### src/sv/tcgr_pkg.sv
// ----------------------------------------------------------------------------
// tcgr_pkg
// Shared constants, codes and the command entry type of the text console
// glyph renderer.
// ----------------------------------------------------------------------------
package tcgr_pkg;

	localparam int TEXT_COLUMNS_DEF = 80;
	localparam int TEXT_ROWS_DEF    = 30;
	localparam int GLYPH_HEIGHT_DEF = 16;
	localparam int QUEUE_DEPTH_DEF  = 4;

	localparam int COL_W       = 8;
	localparam int ROW_W       = 6;
	localparam int GH_W        = 6;
	localparam int GLYPH_COUNT = 96;
	localparam int GIDX_W      = 7;
	localparam int CELL_BYTES  = 24;
	localparam int TAB_STOP    = 8;
	localparam int PITCH_W     = 16;
	localparam int ADDR_W      = 32;
	localparam int CFG_IDX_W   = 1;
	localparam int CFG_DATA_W  = 32;

	localparam logic [PITCH_W-1:0] LINE_PITCH_RESET = 16'd1920;

	localparam logic [CFG_IDX_W-1:0] REG_FRAME_BASE = 1'd0;
	localparam logic [CFG_IDX_W-1:0] REG_LINE_PITCH = 1'd1;

	localparam logic [1:0] FUNC_PUT   = 2'd0;
	localparam logic [1:0] FUNC_LOAD  = 2'd1;
	localparam logic [1:0] FUNC_CLEAR = 2'd2;

	localparam logic [1:0] KIND_GLYPH  = 2'd0;
	localparam logic [1:0] KIND_SCROLL = 2'd1;
	localparam logic [1:0] KIND_CLEAR  = 2'd2;

	localparam logic [1:0] OP_PUT   = 2'd0;
	localparam logic [1:0] OP_LOAD  = 2'd1;
	localparam logic [1:0] OP_CLEAR = 2'd2;

	localparam logic [7:0] CH_BS    = 8'h08;
	localparam logic [7:0] CH_TAB   = 8'h09;
	localparam logic [7:0] CH_LF    = 8'h0A;
	localparam logic [7:0] CH_CR    = 8'h0D;
	localparam logic [7:0] CH_FIRST = 8'h20;
	localparam logic [7:0] CH_LAST  = 8'h7F;

	typedef struct packed {
		logic [1:0]        op;
		logic [GIDX_W-1:0] gidx;
		logic [3:0]        gline;
		logic [7:0]        gbits;
		logic              draw;
		logic              scroll;
		logic [COL_W-1:0]  col_old;
		logic [ROW_W-1:0]  row_old;
		logic [COL_W-1:0]  col_new;
		logic [ROW_W-1:0]  row_new;
	} tcgr_entry_t;

endpackage

### src/sv/tcgr_queue.sv
// ----------------------------------------------------------------------------
// tcgr_queue
// Short FIFO of command entries between the front and the back.
// ----------------------------------------------------------------------------
module tcgr_queue import tcgr_pkg::*; #(
	parameter int DEPTH = QUEUE_DEPTH_DEF
) (
	input  logic         clk,
	input  logic         arst_n,
	input  logic         push,
	input  tcgr_entry_t  push_entry,
	output logic         full,
	input  logic         pop,
	output tcgr_entry_t  pop_entry,
	output logic         empty
);

	localparam int PTR_W = (DEPTH > 1) ? $clog2(DEPTH) : 1;
	localparam int CNT_W = $clog2(DEPTH + 1);

	tcgr_entry_t       slots_q [DEPTH];
	logic [PTR_W-1:0]  wr_ptr_q;
	logic [PTR_W-1:0]  rd_ptr_q;
	logic [CNT_W-1:0]  count_q;

	assign full      = count_q == CNT_W'(DEPTH);
	assign empty     = count_q == '0;
	assign pop_entry = slots_q[rd_ptr_q];

	always_ff @(posedge clk) begin
		if (push) slots_q[wr_ptr_q] <= push_entry;
	end

	always_ff @(posedge clk or negedge arst_n) begin
		if (!arst_n) begin
			wr_ptr_q <= '0;
			rd_ptr_q <= '0;
			count_q  <= '0;
		end else begin
			if (push) wr_ptr_q <= (wr_ptr_q == PTR_W'(DEPTH - 1)) ? '0 : wr_ptr_q + PTR_W'(1);
			if (pop)  rd_ptr_q <= (rd_ptr_q == PTR_W'(DEPTH - 1)) ? '0 : rd_ptr_q + PTR_W'(1);
			if (push && !pop)      count_q <= count_q + CNT_W'(1);
			else if (pop && !push) count_q <= count_q - CNT_W'(1);
		end
	end

endmodule

### config.mk
export PLATFORM = sky130hd
export DESIGN_NAME = tcgr_queue
export DESIGN_NICKNAME = d
export VERILOG_FILES = /design/src/sv/tcgr_pkg.sv /design/src/sv/tcgr_queue.sv
export SDC_FILE = /design/constraint.sdc
export NUM_CORES = 1
export LEC_CHECK = 0
export BUFFER_PORTS_ARGS = -buffer_cell sky130_fd_sc_hd__buf_2
export CORE_ASPECT_RATIO = 1.2
export CORE_MARGIN = 4
export CORE_UTILIZATION = 55
export DETAILED_ROUTE_END_ITERATION = 10
export MAX_ROUTING_LAYER = met4
export PLACE_DENSITY_LB_ADDON = 0.15
export SYNTH_ARGS = -nofsm -noshare
export SYNTH_HDL_FRONTEND = slang
export SYNTH_SLANG_ARGS = --single-unit
### constraint.sdc
create_clock -name clk -period 2.6 [get_ports clk]
set_input_delay 0.52 -clock clk [delete_from_list [all_inputs] [get_ports clk]]
set_output_delay 0.52 -clock clk [all_outputs]
set_load 0.1 [all_outputs]
; Yosys cells after proc, flatten, opt, wreduce, memory -nomap -nowiden
; Memory sizes are Yosys's and may differ from the RTL's.
; Cells that the tools add are included.
[classes]
muxes = 6
n_eq_ne = 3
n_reduce_logical = 6
addsub = 4
[op_table]
columns = op, count
row1 = $mux 3, 2
row2 = $add 2x1->2 const B, 2
row3 = $eq 2x2->1 const B, 2
row4 = $mux 2, 2
row5 = $add 3x1->3 const B, 1
row6 = $eq 3x3->1 const B, 1
row7 = $logic_not 3->1, 1
row8 = $sub 3x1->3 const B, 1
row9 = $logic_and 1x1->1, 2
row10 = $logic_not 1->1, 2
row11 = $mux 1, 2
row12 = $reduce_bool 2->1, 1
[word_totals]
wordCells = 23
n_memories = 1
ramBits = 204
inputBits = 55
output_inout_bits = 53
reg_bits = 7
[memory_table]
columns = memory, depth, width, read_ports, rd_clocked_by_memory_dff, write_ports, line
row1 = slots_q, 4, 51, 1, 0, 1, tcgr_queue.sv:21  ; tcgr_entry_t slots_q [DEPTH];

; Logic depth before layout (Yosys ltp)
[depth]
depth_word = 4
mapped_depth = 7
depth_no_buf = 7

; Worst setup path after synthesis
; OpenSTA, ideal clock, no wires.
[synth_path]
path_type = register to output
from = register count_q[0]
to = output full
t_required_ns = 2.080
path_stages_with_launch = 2
path_buffers = 0
setup_slack_ns = -0.573
arrival_ns = 2.653
cell_sequence = dfrtp_1 > nor3b_1
[synth_via]
elab_chain_len = 1
[synth_lines]
columns = element, line
row1 = "start, declared", tcgr_queue.sv:24  ; logic [CNT_W-1:0] count_q;
row2 = "start signal, assigned", tcgr_queue.sv:42  ; if (push && !pop) count_q <= count_q + CNT_W'(1);
row3 = "start signal, assigned", tcgr_queue.sv:43  ; else if (pop && !push) count_q <= count_q - CNT_W'(1);
row4 = $eq 3x3->1, tcgr_queue.sv:26  ; assign full = count_q == CNT_W'(DEPTH);
row5 = "end, declared", tcgr_queue.sv:12  ; output logic full,
; No other way between the ends.

==> results.md <==
* Synth unique cells at 20
* GRT Overall Usage at 17.31%
* DIE WIDTH at 117.0 µm
* Synth Instances at 304
* Number of antenna violations at the first check in global routing at 1
* Core footprint at 0.01388 mm²
* Grt ovf at 0
* Worst-Skew Late Latency at 480 ps
* Highest clock rate at just under 400 MHz
* Final Critical Period at 2533 ps
* Final hold vios at 0
* Maxcap violations at 0
* Cell taking the most area after synthesis: edfxtp_1
* Clock slew at reported path FFs at approximately 60 ps
* Area of the mapped netlist at 0.007838 mm²
* Vias in the first global route at 3,692
* Dpl hpwl at 8614 µm
* CTS Buf Count at 20
* Post-route DRC violation count at 0
* YS warnings at 0
* Critical Path AT at 2010 ps
* Die Y at 138.8 µm
* Layout cells sized above 1 at 46.48%
* Post-synth EDFFs at 204
* Yosys reg bits at 211
* Global-route wire length before repair at 20,670 µm
* Endpoints failing setup at 0
* Sequential share of the synthesized area at 80.40%
* CP Capture Type: output pin
* Final period util at 97.43%
* Post-route antenna net violation count at 0
* Predominant post-synthesis flop cell: edfxtp_1
* Routed wire per std cell at 21.27 µm
* Area added between synthesis and finish at 21.04%
* Io pins at between 100 and 150
* CTS tree: done
* Die Area at 0.01623 mm²
* Top cell type's share of synthesized area at a little under 80%
* Largest net degree at the start of global routing at 29
* I/O Buffers at 107
* Pre-antenna DRT Iters at 4
* Number of fill cells at approximately 900
* Initial Util at 56.47%
* Worst slew margin at 65.51%
* Max-slew violation count at 0
* H-tree depth at 1
* CTS Root Cell: clkbuf_16
* Synthesized Nets at between 300 and 400
* Routed vias/inst at 5.582
* Synth top area cells: edfxtp_1 78%, mux4_2 14%, dfrtp_1 2.2%
* Async S/R FF share, synth at 3.318%
* Setup TNS at 0 ps
* Worst Path Max Fanout at 14
* Vias at 3,500
* Clock sink count at 211
* DR iter-0 viols at 334
* Fin util at approximately two thirds
* Placer congestion estimate at around 0.7
* RSZ-0062 raised after global routing: false
* Worst-case clock buffer depth at 3
* Least-Margin Pin Slew at roughly 520 ps
* Core Rows at 47
* Overall routed net length at 13,330 µm
* Required time worst endpoint at around 2100 ps
* Setup crit start kind: flip-flop
* Status: complete, no violations
* Clock skew at 7.350 ps
* Critical path class: reg2out
* Commonest cells in the netlist: 204 x edfxtp_1, 48 x mux4_2, 7 x dfrtp_1, 6 x ha_1
* Syn avg cell area at roughly 26 µm²
* Worst hold path class: in2reg
* Final net count at 504
* Top-count cell post-synth: edfxtp_1
logic make-up after synthesis:
kind of cell	Yosys count	synth area share, %
flops	211	80.40
mux	54	15.23
buf+inv	16	1.979
simple gates	11	0.7183
fa+ha+maj	7	1.213
xor+xnor	3	0.3353
compound gates	2	0.1277
final timing paths:
kind | startpoint | end | slack, ps | cells after the start
worst min register to register | count_q[2]$_DFFE_PN0P_ | count_q[2]$_DFFE_PN0P_ | 530 | 1
worst max-delay path | rd_ptr_q[0]$_DFFE_PN0P_ | pop_entry[32] | 70 | 3
min in group asynchronous | arst_n | count_q[0]$_DFFE_PN0P_ | 400 | 2
worst min-delay path | push_entry[35] | slots_q[2][35]$_DFFE_PP_ | 260 | 1
max in group asynchronous | arst_n | rd_ptr_q[0]$_DFFE_PN0P_ | 2010 | 2
worst max register to register | wr_ptr_q[0]$_DFFE_PN0P_ | slots_q[0][26]$_DFFE_PP_ | 880 | 4
metrics by stage:
| step | setup slack, ps | hold slack [ps] | area (µm²) | instances |
|---|---|---|---|---|
| 2_1_floorplan | 347.9 | 224.4 | 7848 | 304 |
| 3_3_place_gp | 373.8 | 366.5 | 8767 | 586 |
| 3_5_place_dp | 360.4 | 371.1 | 8767 | 586 |
| 4_1_cts | 0.1934 | 233.4 | 9437 | 623 |
| 5_1_grt | 1.099 | 240.2 | 9487 | 627 |
| 6_report | 66.81 | 255.4 | 9487 | 627 |
metal layers:
metal	GRT usage, %	part of all wire (%)	routed length [µm]	vias up
li1	-	-	-	1574
met1	23.01	40	5366	1816
met5	-	0	0	-
met3	3.492	5.5	737	18
met4	5.435	1.8	244	0
met2	27.27	52	6985	92
placed cells by master (no fill, tap or decap), types with 4 or more instances in the layout:
master       n
edfxtp_1   204
buf_2       77
mux4_2      48
buf_4       32
clkbuf_16   21
buf_12      14
ha_1         6
clkinv_1     5
dfrtp_1      5
inv_1        4
and2_2       4
clkbuf_1     4
clkbuf_4     4
flip-flops by register name (all words and copies together) (netlist names):
register	count
rd_ptr_q	2
wr_ptr_q	2
count_q	3
slots_q	204
critical path: stages (launching register included):
cell,delay [ps]
dfrtp_4,520
buf_12,190
mux4_1,560
buf_4,250
repair_timing:
item / in CTS / in global routing
endpoints found under the hold margin: 7 / 0
pin swaps: 0 / 0
resized for setup: 16 / 20
hold buffers: 1 / 0
endpoints found under the setup margin: 42 / 36
buffers inserted: 2 / 2
area by class of cell:
| cell class | instances | area [µm²] | area share [%] |
|---|---|---|---|
| inverters | 4 | 15.01 | 0.1583 |
| repair buffers | 128 | 945.9 | 9.971 |
| multi-input cells | 77 | 1396 | 14.72 |
| clock buffers | 25 | 540.5 | 5.698 |
| flip-flops and latches | 211 | 6306 | 66.47 |
| well taps | 171 | 214.0 | 2.255 |
| diodes | 2 | 5.005 | 0.05276 |
| clock inverters | 9 | 63.81 | 0.6726 |
Power is not shown: default switching activity piles up to over one toggle a cycle in this logic, so the estimate is an artifact.
