`src/sv/tcgr_pkg.sv`:
```
// ----------------------------------------------------------------------------
// tcgr_pkg
// Shared constants, codes and the command entry type of the text console
// glyph renderer.
// ----------------------------------------------------------------------------
package tcgr_pkg;

	localparam int TEXT_COLUMNS_DEF = 80;
	localparam int TEXT_ROWS_DEF    = 30;
	localparam int GLYPH_HEIGHT_DEF = 16;
	localparam int QUEUE_DEPTH_DEF  = 4;

	localparam int COL_W       = 8;
	localparam int ROW_W       = 6;
	localparam int GH_W        = 6;
	localparam int GLYPH_COUNT = 96;
	localparam int GIDX_W      = 7;
	localparam int CELL_BYTES  = 24;
	localparam int TAB_STOP    = 8;
	localparam int PITCH_W     = 16;
	localparam int ADDR_W      = 32;
	localparam int CFG_IDX_W   = 1;
	localparam int CFG_DATA_W  = 32;

	localparam logic [PITCH_W-1:0] LINE_PITCH_RESET = 16'd1920;

	localparam logic [CFG_IDX_W-1:0] REG_FRAME_BASE = 1'd0;
	localparam logic [CFG_IDX_W-1:0] REG_LINE_PITCH = 1'd1;

	localparam logic [1:0] FUNC_PUT   = 2'd0;
	localparam logic [1:0] FUNC_LOAD  = 2'd1;
	localparam logic [1:0] FUNC_CLEAR = 2'd2;

	localparam logic [1:0] KIND_GLYPH  = 2'd0;
	localparam logic [1:0] KIND_SCROLL = 2'd1;
	localparam logic [1:0] KIND_CLEAR  = 2'd2;

	localparam logic [1:0] OP_PUT   = 2'd0;
	localparam logic [1:0] OP_LOAD  = 2'd1;
	localparam logic [1:0] OP_CLEAR = 2'd2;

	localparam logic [7:0] CH_BS    = 8'h08;
	localparam logic [7:0] CH_TAB   = 8'h09;
	localparam logic [7:0] CH_LF    = 8'h0A;
	localparam logic [7:0] CH_CR    = 8'h0D;
	localparam logic [7:0] CH_FIRST = 8'h20;
	localparam logic [7:0] CH_LAST  = 8'h7F;

	typedef struct packed {
		logic [1:0]        op;
		logic [GIDX_W-1:0] gidx;
		logic [3:0]        gline;
		logic [7:0]        gbits;
		logic              draw;
		logic              scroll;
		logic [COL_W-1:0]  col_old;
		logic [ROW_W-1:0]  row_old;
		logic [COL_W-1:0]  col_new;
		logic [ROW_W-1:0]  row_new;
	} tcgr_entry_t;

endpackage

```
`src/sv/tcgr_ifs.sv`:
```
// ----------------------------------------------------------------------------
// tcgr interfaces
// Valid/ready channels for console commands and for framebuffer operations.
// ----------------------------------------------------------------------------
interface tcgr_in_if;
	logic       valid;
	logic       ready;
	logic [1:0] func;
	logic [7:0] char_code;
	logic [3:0] glyph_line;
	logic [7:0] glyph_bits;

	modport source(output valid, func, char_code, glyph_line, glyph_bits, input ready);
	modport sink(input valid, func, char_code, glyph_line, glyph_bits, output ready);
endinterface


```
`src/sv/tcgr_front.sv`:
```
// ----------------------------------------------------------------------------
// tcgr_front
// Accepts command beats, tracks the text cursor and queues work for the back.
// ----------------------------------------------------------------------------
module tcgr_front import tcgr_pkg::*; #(
	parameter int TEXT_COLUMNS = TEXT_COLUMNS_DEF,
	parameter int TEXT_ROWS    = TEXT_ROWS_DEF,
	parameter int GLYPH_HEIGHT = GLYPH_HEIGHT_DEF
) (
	input  logic         clk,
	input  logic         arst_n,
	tcgr_in_if.sink      cmd,
	input  logic         full,
	output logic         push,
	output tcgr_entry_t  entry
);

	logic [COL_W-1:0] col_q;
	logic [ROW_W-1:0] row_q;

	logic             acc;
	logic             printable;
	logic             draw;
	logic             scroll;
	logic             load_ok;
	logic [COL_W:0]   col_step;
	logic [ROW_W-1:0] row_step;
	logic [COL_W:0]   col_wrap;
	logic [ROW_W-1:0] row_wrap;
	logic [ROW_W-1:0] row_fin;

	assign cmd.ready = !full;
	assign acc       = cmd.valid && !full;
	assign printable = cmd.char_code inside {[CH_FIRST:CH_LAST]};
	assign load_ok   = printable && ({2'b00, cmd.glyph_line} < GH_W'(GLYPH_HEIGHT));

	always_comb begin
		col_step = {1'b0, col_q};
		row_step = row_q;
		draw     = 1'b0;
		if (cmd.char_code == CH_BS && col_q != '0) begin
			col_step = {1'b0, col_q} - (COL_W+1)'(1);
		end else if (cmd.char_code == CH_TAB) begin
			col_step = ({1'b0, col_q} + (COL_W+1)'(TAB_STOP)) & ~(COL_W+1)'(TAB_STOP - 1);
		end else if (cmd.char_code == CH_CR) begin
			col_step = '0;
		end else if (cmd.char_code == CH_LF) begin
			col_step = '0;
			row_step = row_q + ROW_W'(1);
		end else if (printable) begin
			draw     = 1'b1;
			col_step = {1'b0, col_q} + (COL_W+1)'(1);
		end
		if (col_step >= (COL_W+1)'(TEXT_COLUMNS)) begin
			col_wrap = '0;
			row_wrap = row_step + ROW_W'(1);
		end else begin
			col_wrap = col_step;
			row_wrap = row_step;
		end
		scroll  = row_wrap >= ROW_W'(TEXT_ROWS);
		row_fin = scroll ? ROW_W'(TEXT_ROWS - 1) : row_wrap;
	end

	always_comb begin
		entry.op      = OP_PUT;
		entry.gidx    = GIDX_W'(cmd.char_code - CH_FIRST);
		entry.gline   = cmd.glyph_line;
		entry.gbits   = cmd.glyph_bits;
		entry.draw    = draw;
		entry.scroll  = scroll;
		entry.col_old = col_q;
		entry.row_old = row_q;
		entry.col_new = col_wrap[COL_W-1:0];
		entry.row_new = row_fin;
		push          = 1'b0;
		case (cmd.func)
			FUNC_PUT: begin
				push = acc && (draw || scroll);
			end
			FUNC_LOAD: begin
				entry.op = OP_LOAD;
				push     = acc && load_ok;
			end
			FUNC_CLEAR: begin
				entry.op      = OP_CLEAR;
				entry.col_new = '0;
				entry.row_new = '0;
				push          = acc;
			end
			default: push = 1'b0;
		endcase
	end

	always_ff @(posedge clk or negedge arst_n) begin
		if (!arst_n) begin
			col_q <= '0;
			row_q <= '0;
		end else if (acc) begin
			case (cmd.func)
				FUNC_PUT: begin
					col_q <= col_wrap[COL_W-1:0];
					row_q <= row_fin;
				end
				FUNC_CLEAR: begin
					col_q <= '0;
					row_q <= '0;
				end
				default: ;
			endcase
		end
	end

endmodule

```
`src/flat_wrapper.sv`:
```
// flat-port wrapper written by rule: the top's interface ports become plain ports
module tcgr_front_flat import tcgr_pkg::*;
#(
	parameter int TEXT_COLUMNS = TEXT_COLUMNS_DEF,
	parameter int TEXT_ROWS    = TEXT_ROWS_DEF,
	parameter int GLYPH_HEIGHT = GLYPH_HEIGHT_DEF
)
  (clk, arst_n, full, push, entry, cmd_valid, cmd_func, cmd_char_code, cmd_glyph_line, cmd_glyph_bits, cmd_ready);
  tcgr_in_if cmd_i ();
  input  logic clk;
  input  logic arst_n;
  input  logic full;
  output logic push;
  output tcgr_entry_t entry;
  input wire logic [$bits(cmd_i.valid)-1:0] cmd_valid;
  input wire logic [$bits(cmd_i.func)-1:0] cmd_func;
  input wire logic [$bits(cmd_i.char_code)-1:0] cmd_char_code;
  input wire logic [$bits(cmd_i.glyph_line)-1:0] cmd_glyph_line;
  input wire logic [$bits(cmd_i.glyph_bits)-1:0] cmd_glyph_bits;
  output wire logic [$bits(cmd_i.ready)-1:0] cmd_ready;
  assign cmd_i.valid = cmd_valid;
  assign cmd_i.func = cmd_func;
  assign cmd_i.char_code = cmd_char_code;
  assign cmd_i.glyph_line = cmd_glyph_line;
  assign cmd_i.glyph_bits = cmd_glyph_bits;
  assign cmd_ready = cmd_i.ready;
  tcgr_front #(.TEXT_COLUMNS(TEXT_COLUMNS), .TEXT_ROWS(TEXT_ROWS), .GLYPH_HEIGHT(GLYPH_HEIGHT)) u_core (.clk(clk), .arst_n(arst_n), .cmd(cmd_i), .full(full), .push(push), .entry(entry));
endmodule
```
`config.mk`:
```
export PLATFORM = sky130hd
export DESIGN_NAME = tcgr_front_flat
export DESIGN_NICKNAME = d
export VERILOG_FILES = /design/src/sv/tcgr_pkg.sv /design/src/sv/tcgr_ifs.sv /design/src/sv/tcgr_front.sv /design/src/flat_wrapper.sv
export SDC_FILE = /design/constraint.sdc
export NUM_CORES = 1
export LEC_CHECK = 0
export BUFFER_PORTS_ARGS = -buffer_cell sky130_fd_sc_hd__buf_4
export CORE_MARGIN = 3
export CORE_UTILIZATION = 49
export CTS_BUF_LIST = sky130_fd_sc_hd__clkbuf_4
export DETAILED_ROUTE_END_ITERATION = 7
export GPL_ROUTABILITY_DRIVEN = 0
export PLACE_DENSITY_LB_ADDON = 0.08
export SLEW_MARGIN = 20
export SYNTH_ARGS = -nofsm -noshare
export SYNTH_HDL_FRONTEND = slang
export SYNTH_SLANG_ARGS = --single-unit
export TNS_END_PERCENT = 20
```
`constraint.sdc`:
```
create_clock -name clk -period 5.42 [get_ports clk]
set_input_delay 1.084 -clock clk [delete_from_list [all_inputs] [get_ports clk]]
set_output_delay 1.084 -clock clk [all_outputs]
set_load 0.05 [all_outputs]
```
# ---- Yosys cells after proc, flatten, opt, wreduce, memory -nomap -nowiden
# Index checks and enable logic that the tools add are counted.
dict set report op_classes {
  addsub 6
  n_lt_le_gt_ge 4
  n_eq_ne 6
  mux 22
  n_reduce_logical 11
}
# operator count
set ops {}
lappend ops {{9-bit two-way mux} 5}
lappend ops {{6-bit two-way mux} 6}
lappend ops {{8-bit by 4-bit == test with 1-bit output, second input constant} 4}
lappend ops {{8-bit one-hot mux with 2 select lines} 1}
lappend ops {{14-bit two-way mux} 1}
lappend ops {{6-bit by 1-bit adder with 6-bit output, second input constant} 2}
lappend ops {{6-bit one-hot mux with 2 select lines} 1}
lappend ops {{8-bit by 1-bit adder with 9-bit output, second input constant} 1}
lappend ops {{8-bit by 4-bit adder with 9-bit output, second input constant} 1}
lappend ops {{9-bit by 7-bit >= comparator with 1-bit output, second input constant} 1}
lappend ops {{8-bit by 1-bit subtractor with 9-bit output, second input constant} 1}
lappend ops {{8-bit by 6-bit >= comparator with 1-bit output, second input constant} 1}
lappend ops {{8-bit by 7-bit less-or-equal comparator with 1-bit output, second input constant} 1}
lappend ops {{8-bit two-way mux} 1}
lappend ops {{8-bit nonzero test} 1}
lappend ops {{7-bit by 6-bit subtractor with 7-bit output, second input constant} 1}
lappend ops {{6-bit by 5-bit >= comparator with 1-bit output, second input constant} 1}
lappend ops {{1-bit logical AND} 5}
lappend ops {{1-bit two-way mux} 5}
lappend ops {{2-bit one-hot mux with 2 select lines} 1}
lappend ops {{1-bit one-hot mux with 3 select lines} 1}
lappend ops {{2-bit by 1-bit == test with 1-bit output, second input constant} 1}
lappend ops {{2-bit == test, second input constant} 1}
lappend ops {{2-bit logical NOT} 1}
lappend ops {{4 further kinds} 4}
dict set report word_totals {
  ff_bits 14
  inputBits 26
  output_inout_bits 53
  word_cells 51
}

# ---- Logic depth before layout (Yosys ltp)
# Gate-level depths: netlist (run 1).
dict set report logic_depth {
  ltp_word 13
  mapped_depth 14
  depth_no_buf 12
}

# ---- Worst setup path before layout (run 1)
# Ideal clock, no wire load.
dict set report synth_path {
  kind {input -> output}
  startpoint {input cmd_char_code[4]}
  endpoint {output entry[1] (netlist bit)}
  t_arrival_ps 4344
  required_ps 4336
  setup_slack_ps -8
  path_stages 10
  n_path_buf 0
  path_cell_list {nor3b_1 -> and4b_1 -> nor3_1 -> o32a_1 -> a21boi_4 -> o221ai_4 -> mux2i_1 -> or2_4 -> o31ai_4 -> nor3_1}
}
# element line
set synth_rtl {}
lappend synth_rtl {{start: declaration} flat_wrapper.sv:17} ;# input wire logic [$bits(cmd_i.char_code)-1:0] cmd_char_code;
lappend synth_rtl {{end: declaration} flat_wrapper.sv:14} ;# output tcgr_entry_t entry;

# ---- Final worst setup path (run 1)
dict set report layout_path {
  startpoint {input cmd_char_code[4]}
  endpoint {output push}
}
dict set report layout_between {
  elab_chain_len 13
  elab_cells_between_ends 30
  cone_classes {add/sub (1); order compare (4); eq/ne (4); mux (16); reduce/logical (5)}
}
# element line
set layout_rtl {}
lappend layout_rtl {{8-bit by 6-bit >= comparator with 1-bit output or 8-bit by 7-bit less-or-equal comparator with 1-bit output (tied branches)} tcgr_front.sv:34} ;# assign printable = cmd.char_code inside {[CH_FIRST:CH_LAST]};
lappend layout_rtl {{1-bit logical AND} tcgr_front.sv:34}
lappend layout_rtl {{9-bit two-way mux} tcgr_front.sv:50} ;# end else if (printable) begin
lappend layout_rtl {{9-bit two-way mux} tcgr_front.sv:47} ;# end else if (cmd.char_code == CH_LF) begin
lappend layout_rtl {{9-bit two-way mux} tcgr_front.sv:45} ;# end else if (cmd.char_code == CH_CR) begin
lappend layout_rtl {{9-bit two-way mux} tcgr_front.sv:43} ;# end else if (cmd.char_code == CH_TAB) begin
lappend layout_rtl {{9-bit two-way mux} tcgr_front.sv:41} ;# if (cmd.char_code == CH_BS && col_q != '0) begin
lappend layout_rtl {{9-bit by 7-bit >= comparator with 1-bit output} tcgr_front.sv:54} ;# if (col_step >= (COL_W+1)'(TEXT_COLUMNS)) begin
lappend layout_rtl {{6-bit two-way mux} tcgr_front.sv:54}
lappend layout_rtl {{6-bit by 5-bit >= comparator with 1-bit output} tcgr_front.sv:61} ;# scroll = row_wrap >= ROW_W'(TEXT_ROWS);
lappend layout_rtl {{1-bit logical OR} tcgr_front.sv:79} ;# push = acc && (draw || scroll);
lappend layout_rtl {{1-bit logical AND} tcgr_front.sv:79}
lappend layout_rtl {{1-bit one-hot mux with 3 select lines *} tcgr_front.sv:77} ;# case (cmd.func)
lappend layout_rtl {{end: declaration} flat_wrapper.sv:13} ;# output logic push;
# Every way passes the cells marked *; elsewhere a longest branch is shown, timed or not.

==> flow_metrics.py, run 1 <==
metrics = {
    "timing": {
        "fin_crit_sh_pct": 94.3,
        "fin_setup_tns_ps": 0,
        "drv_slew": 0,
        "relSlewSlack_pct": 49.4,
        "skew_ps": 3.17,
        "tightestPinTransition_ps": 756,
        "period_minus_slack_ps": 5110,
        "hold_violations": 0,
        "timing.fmax_ghz": 0.196,
        "rsz0062_at_grt": "false",
        "finalSetupViolCount": 0,
    },
    "global_routing": {
        "grt_pass1_wl_um": 7470,
        "grt_usage_pct": 22.1,
        "grt_start_max_net_pins": 15,
        "grt_overflow": 0,
        "antenna_found_initial": 0,
        "grt_pass1_vias": 1588,
    },
    "die": {
        "ios": 79,
        "core_um2": 3200,
        "num_rows": 20,
        "start_util_pct": 53.4,
        "die_y_um": 65.1,
        "dieArea_um2": 4240,
        "die_w_um": 65.1,
    },
    "synthesis": {
        "synth_area_um2": 1710,
        "ys.flop_type": "dfrtp_1",
        "synth_edf_count": 0,
        "syn_inst": 210,
        "avgSynthCellArea_um2": 8.15,
        "synth_top_area_share_pct": 20.5,
        "ys_seq_elements": 14,
        "synth_cell_types": 55,
        "synthTopCellsByCount": "buf_4 (21), nand2_1 (21), nor2_1 (18), dfrtp_1 (14), inv_1 (10)",
        "yosysWarnings": 0,
        "ys_top_cells_by_area": "dfrtp_1 (20%), buf_4 (9.2%), nand2_1 (4.6%), ha_1 (4.4%), nor2_1 (3.9%)",
        "yosysTopAreaCell": "dfrtp_1",
        "async_reset_ff_share_pct": 100,
        "synth_seq_area_share_pct": 20.5,
    },
    "pwr": {
        "switching_share_pct": 48.4,
        "p_switching_mw": 0.195,
        "power_frac_clock_pct": 15.7,
        "powerDensity_nw_per_um2": 199,
        "peakVddDrop_v": 0.000178,
        "seq_power_share_pct": 31.6,
        "p_int_mw": 0.207,
        "p_comb_share_pct": 52.7,
        "p_leak_nw": 0.951,
    },
    "worst_setup_path": {
        "crit_top_cell": "buf_4",
        "crit_buf_inv": 2,
        "start_kind": "primary input",
        "critical-path-top-delay-family": "compound AO/OA/AOI/OAI gates",
        "slowest_delay_ps": 390,
        "r2r-end": "u_core.row_q[1]",
        "critPathArrivalTime_ps": 4030,
        "crit_type": "primary input to output port",
        "reg2reg_from": "u_core.col_q[0]",
        "critical-path-slowest-cell": "o31ai_4",
        "cp_max_fo": 9,
        "required_ps": 4340,
        "reg2regPathDepth": 12,
        "end_kind": "output port",
        "r2r_slack_ps": 1740,
        "crit_chain": "buf_4, nor3b_1, and3_1, nand2_1, o211ai_1, a21boi_4, o221ai_4, mux2i_1, or2_4, o31ai_4, o31a_1, buf_4",
    },
    "routing": {
        "vias": 1665,
        "wl_um": 4620,
        "first_pass_iters": 4,
        "wl_met2_um": 2110,
        "dr_wl_met3_um": 387,
        "vias_per_cell": 5.82,
        "drt_iter0_drc": 108,
        "wl_met1_um": 1990,
        "wire_per_inst_um": 16.2,
        "routed.top_layer": "met4",
        "drtAntennaViolNets": 0,
        "drc": 0,
    },
    "cts": {
        "cts_setup_buffers": 0,
        "hold_buffers": 0,
        "cts_buffers": 3,
        "cts_tree": "done",
        "cts-root-buf": "clkbuf_4",
        "cts_sinks": 14,
        "insertion_delay_ps": 290,
        "path_clk_slew_ps": 80,
        "clk_path_buf_depth": 2,
        "htree_num_levels": 1,
    },
    "cells_and_area": {
        "layout.cells.non_filler": 286,
        "area_delta_synth_final_pct": 17.8,
        "stdcell_area_um2": 2020,
        "drive_gt1_share_pct": 32.2,
        "layout.nets": 275,
        "post-route-util_pct": 62.9,
        "nFillCells": 308,
        "antenna_cells": 0,
    },
    "hold_path": {
        "whs_endpoint": "u_core.row_q[5]",
        "min_from": "u_core.row_q[5]",
        "hp-class": "register to register",
        "holdPathStages": 1,
    },
    "place": {
        "portBuffers": 52,
        "place_inst": 282,
        "place_area_um2": 1990,
        "dp_hpwl_um": 3690,
    },
    "flow_run": {
        "drv_cap": 0,
    },
    "outcome": {
        "status": "finished, final reports clean",
    },
}
## how the worst max path moves through the flow
stage                     startpoint  endpoint  slack, ps  depth (start not counted)
floorplan           cmd_char_code[4]  entry[9]        210                          9
detailed placement  cmd_char_code[5]  entry[0]        230                         12
global placement    cmd_char_code[5]  entry[0]        360                         12
finish              cmd_char_code[4]      push        310                         12
global route        cmd_char_code[5]  entry[0]         50                         12
CTS                 cmd_char_code[5]      push        240                         12
## state kept, by name, indices dropped and copies added (netlist names)
| name | cells |
|---|---|
| u_core.col_q | 8 |
| u_core.row_q | 6 |
## power groups by stage
| stage | Combinational (mW) | Clock (mW) | Sequential, mW |
|---|---|---|---|
| floorplan | 0.153 | 0 | 0.152 |
| global placement | 0.208 | 0 | 0.129 |
| detailed placement | 0.211 | 0 | 0.129 |
| CTS | 0.212 | 0.0663 | 0.127 |
| global route | 0.227 | 0.0714 | 0.129 |
| finish | 0.212 | 0.0632 | 0.127 |
## metrics by stage
step / hold slack (ps) / setup slack, ps / total power [mW]
floorplan: 788 / 213 / 0.305
global placement: 555 / 359 / 0.337
detailed placement: 569 / 234 / 0.339
CTS: 601 / 244 / 0.405
global route: 622 / 51.9 / 0.428
finish: 600 / 308 / 0.402
## cell families after synthesis
group / Yosys count / share of synthesized area [%]
buf+inv: 37 / 13.6
compound gates: 49 / 24.5
other cells: 1 / 0.219
mux: 7 / 4.53
fa+ha+maj: 6 / 4.39
simple gates: 81 / 24.2
xor+xnor: 15 / 8.11
flops: 14 / 20.5
## repair_timing
action | 4_1_cts | 5_1_grt
hold endpoints to repair | 0 | 0
setup endpoints to repair | 0 | 2
resized for setup | 0 | 1
## cells in the final DEF (no fill, tap or decap), types with 2 or more instances in the layout
cell	count
a21oi_1	9
a22oi_1	2
a31oi_1	2
and2_1	2
and3_1	3
buf_4	54
clkbuf_4	3
conb_1	2
dfrtp_1	14
ha_1	6
inv_1	10
mux2_2	6
nand2_1	21
nand2b_1	3
nand3_1	5
nand4_1	5
nor2_1	18
nor2b_1	5
nor3_1	7
nor3b_1	2
o211ai_1	4
o21a_1	3
o21ai_0	7
o31ai_1	3
o31ai_4	2
or2_2	2
xnor2_1	7
xor2_1	7
## routing by layer
metal / vias to the layer above / GRT usage, %
met4: 0 / 9.59
li1: 792 / -
met1: 773 / 29.7
met2: 73 / 34.5
met5: - / 0
met3: 27 / 4.27
## area by class of cell
| cell class | count | area [um2] | share of cell area, % |
|---|---|---|---|
| Multi-Input combinational cell | 160 | 1140 | 56.6 |
| Timing Repair Buffer | 54 | 405 | 20.1 |
| Sequential cell | 14 | 350 | 17.4 |
| Tap cell | 44 | 55.1 | 2.73 |
| Inverter | 10 | 37.5 | 1.86 |
| Clock buffer | 3 | 22.5 | 1.12 |
| Clock inverter | 1 | 3.75 | 0.186 |
Power figures use the tool's default switching activity.
==> run 2: changes to the inputs <==
--- a/config.mk
+++ b/config.mk
@@ -7,7 +7,7 @@
 export LEC_CHECK = 0
 export BUFFER_PORTS_ARGS = -buffer_cell sky130_fd_sc_hd__buf_4
 export CORE_MARGIN = 3
-export CORE_UTILIZATION = 49
+export CORE_UTILIZATION = 45
 export CTS_BUF_LIST = sky130_fd_sc_hd__clkbuf_4
 export DETAILED_ROUTE_END_ITERATION = 7
 export GPL_ROUTABILITY_DRIVEN = 0
==> flow_metrics.py, run 2 (synthesized netlist as in run 1, its figures left out) <==
metrics = {
    "pwr": {
        "powerDensity_nw_per_um2": 199,
        "p_leak_nw": 0.956,
        "peakVddDrop_v": 0.000149,
    },
    "place": {
        "place_inst": 285,
        "dp_hpwl_um": 3580,
        "portBuffers": 52,
    },
    "worst_setup_path": {
        "start_kind": "primary input",
        "crit_type": "primary input to output port",
        "end_kind": "output port",
        "critPathArrivalTime_ps": 4030,
        "cp_max_fo": 9,
        "required_ps": 4340,
    },
    "cts": {
        "hold_buffers": 0,
        "cts-root-buf": "clkbuf_4",
        "path_clk_slew_ps": 110,
        "clk_path_buf_depth": 2,
        "cts_sinks": 14,
        "cts_resized": 0,
        "htree_num_levels": 1,
        "cts_tree": "done",
        "cts_buffers": 3,
        "insertion_delay_ps": 290,
        "cts_setup_buffers": 0,
    },
    "die": {
        "num_rows": 21,
        "ios": 79,
        "die_y_um": 67.7,
        "core_um2": 3490,
        "die_w_um": 67.7,
        "dieArea_um2": 4580,
        "start_util_pct": 49.0,
    },
    "global_routing": {
        "grt_pass1_wl_um": 7290,
        "grt_start_max_net_pins": 15,
        "grt_overflow": 0,
        "grt_pass1_vias": 1500,
        "grt_usage_pct": 20.9,
        "antenna_found_initial": 0,
    },
    "cells_and_area": {
        "antenna_cells": 0,
        "top_register": "u_core.col_q",
        "layout.nets": 276,
        "drive_gt1_share_pct": 32.5,
        "layout_common_cells": "buf_4 (55), nand2_1 (21), nor2_1 (18)",
        "largest_reg_flops": 8,
        "nFillCells": 353,
        "top_regs": "u_core.col_q (8), u_core.row_q (6)",
        "layout.cells.non_filler": 289,
        "mostFrequentLayoutCell": "buf_4",
        "area_delta_synth_final_pct": 18.3,
    },
    "timing": {
        "timing.hold.ws_ps": 591,
        "finalSetupViolCount": 0,
        "tightestPinTransition_ps": 715,
        "rsz0062_at_grt": "false",
        "fin_setup_tns_ps": 0,
        "drv_slew": 0,
        "period_minus_slack_ps": 5120,
        "fin_crit_sh_pct": 94.4,
        "timing.fmax_ghz": 0.195,
        "hold_violations": 0,
        "skew_ps": 15.6,
        "relSlewSlack_pct": 52.2,
    },
    "routing": {
        "drt_iter0_drc": 98,
        "drtAntennaViolNets": 0,
        "vias_per_cell": 5.64,
        "wl_um": 4580,
        "wire_per_inst_um": 15.8,
        "drc": 0,
        "first_pass_iters": 4,
        "vias": 1629,
    },
    "outcome": {
        "status": "finished, final reports clean",
    },
    "hold_path": {
        "hp-class": "register to register",
    },
    "flow_run": {
        "drv_cap": 0,
    },
}
[run 2: changes by cell type in the layout (fill, tap and decap cells not counted)]
cell,previous run,this run
buf_4,54,55
[run 2: final timing paths]
| kind | end | depth (start not counted) | slack [ps] | from |
|---|---|---|---|---|
| setup reg to reg | u_core.row_q[1] | 12 | 1790 | u_core.col_q[1] |
| min in group asynchronous | u_core.row_q[2] | 1 | 620 | arst_n |
| max in group asynchronous | u_core.col_q[2] | 1 | 4600 | arst_n |
| setup / recovery | entry[0] | 12 | 300 | cmd_char_code[5] |
| hold / removal | u_core.row_q[5] | 1 | 590 | u_core.row_q[5] |
| hold reg to reg | u_core.row_q[5] | 1 | 590 | u_core.row_q[5] |
[run 2: where the power goes]
| part | switching (mW) | internal [mW] |
|---|---|---|
| clock | 0.0385 | 0.0267 |
| sequential | 0.0155 | 0.112 |
| combinational | 0.142 | 0.0681 |
| total | 0.196 | 0.207 |
[run 2: worst max-delay path: stages]
cell	delay, ps
buf_4	130
nor2_1	290
and3_1	280
nand2_1	220
o211ai_1	370
a21boi_4	100
o221ai_4	320
mux2i_1	200
or2_4	270
o31ai_4	400
o21a_1	180
buf_4	190
[run 2: metrics by stage]
step	power, mW	utilization [%]	cell area [um2]	worst slack (ps)
after floorplan	0.305	-	1720	213
after global placement	0.339	57.1	2000	320
after detailed placement	0.339	57.1	2000	328
after CTS	0.405	57.9	2020	327
after global routing	0.428	58.0	2030	78.7
final	0.403	58.0	2030	304
[run 2: layout make-up]
type	instances	area [um2]	area share, %
repair buffers	55	413	20.4
inverters	10	37.5	1.85
well taps	46	57.6	2.84
multi-input cells	160	1140	56.3
clock buffers	3	22.5	1.11
clock inverters	1	3.75	0.185
flip-flops and latches	14	350	17.3
[run 2: routing by layer]
metal / vias up / share of wire, % / global-route usage (%)
li1: 794 / - / -
met1: 760 / 47 / 30.4
met3: 12 / 8.0 / 3.49
met5: - / 0 / 0
met4: 0 / 1.1 / 7.34
met2: 63 / 44 / 30.6
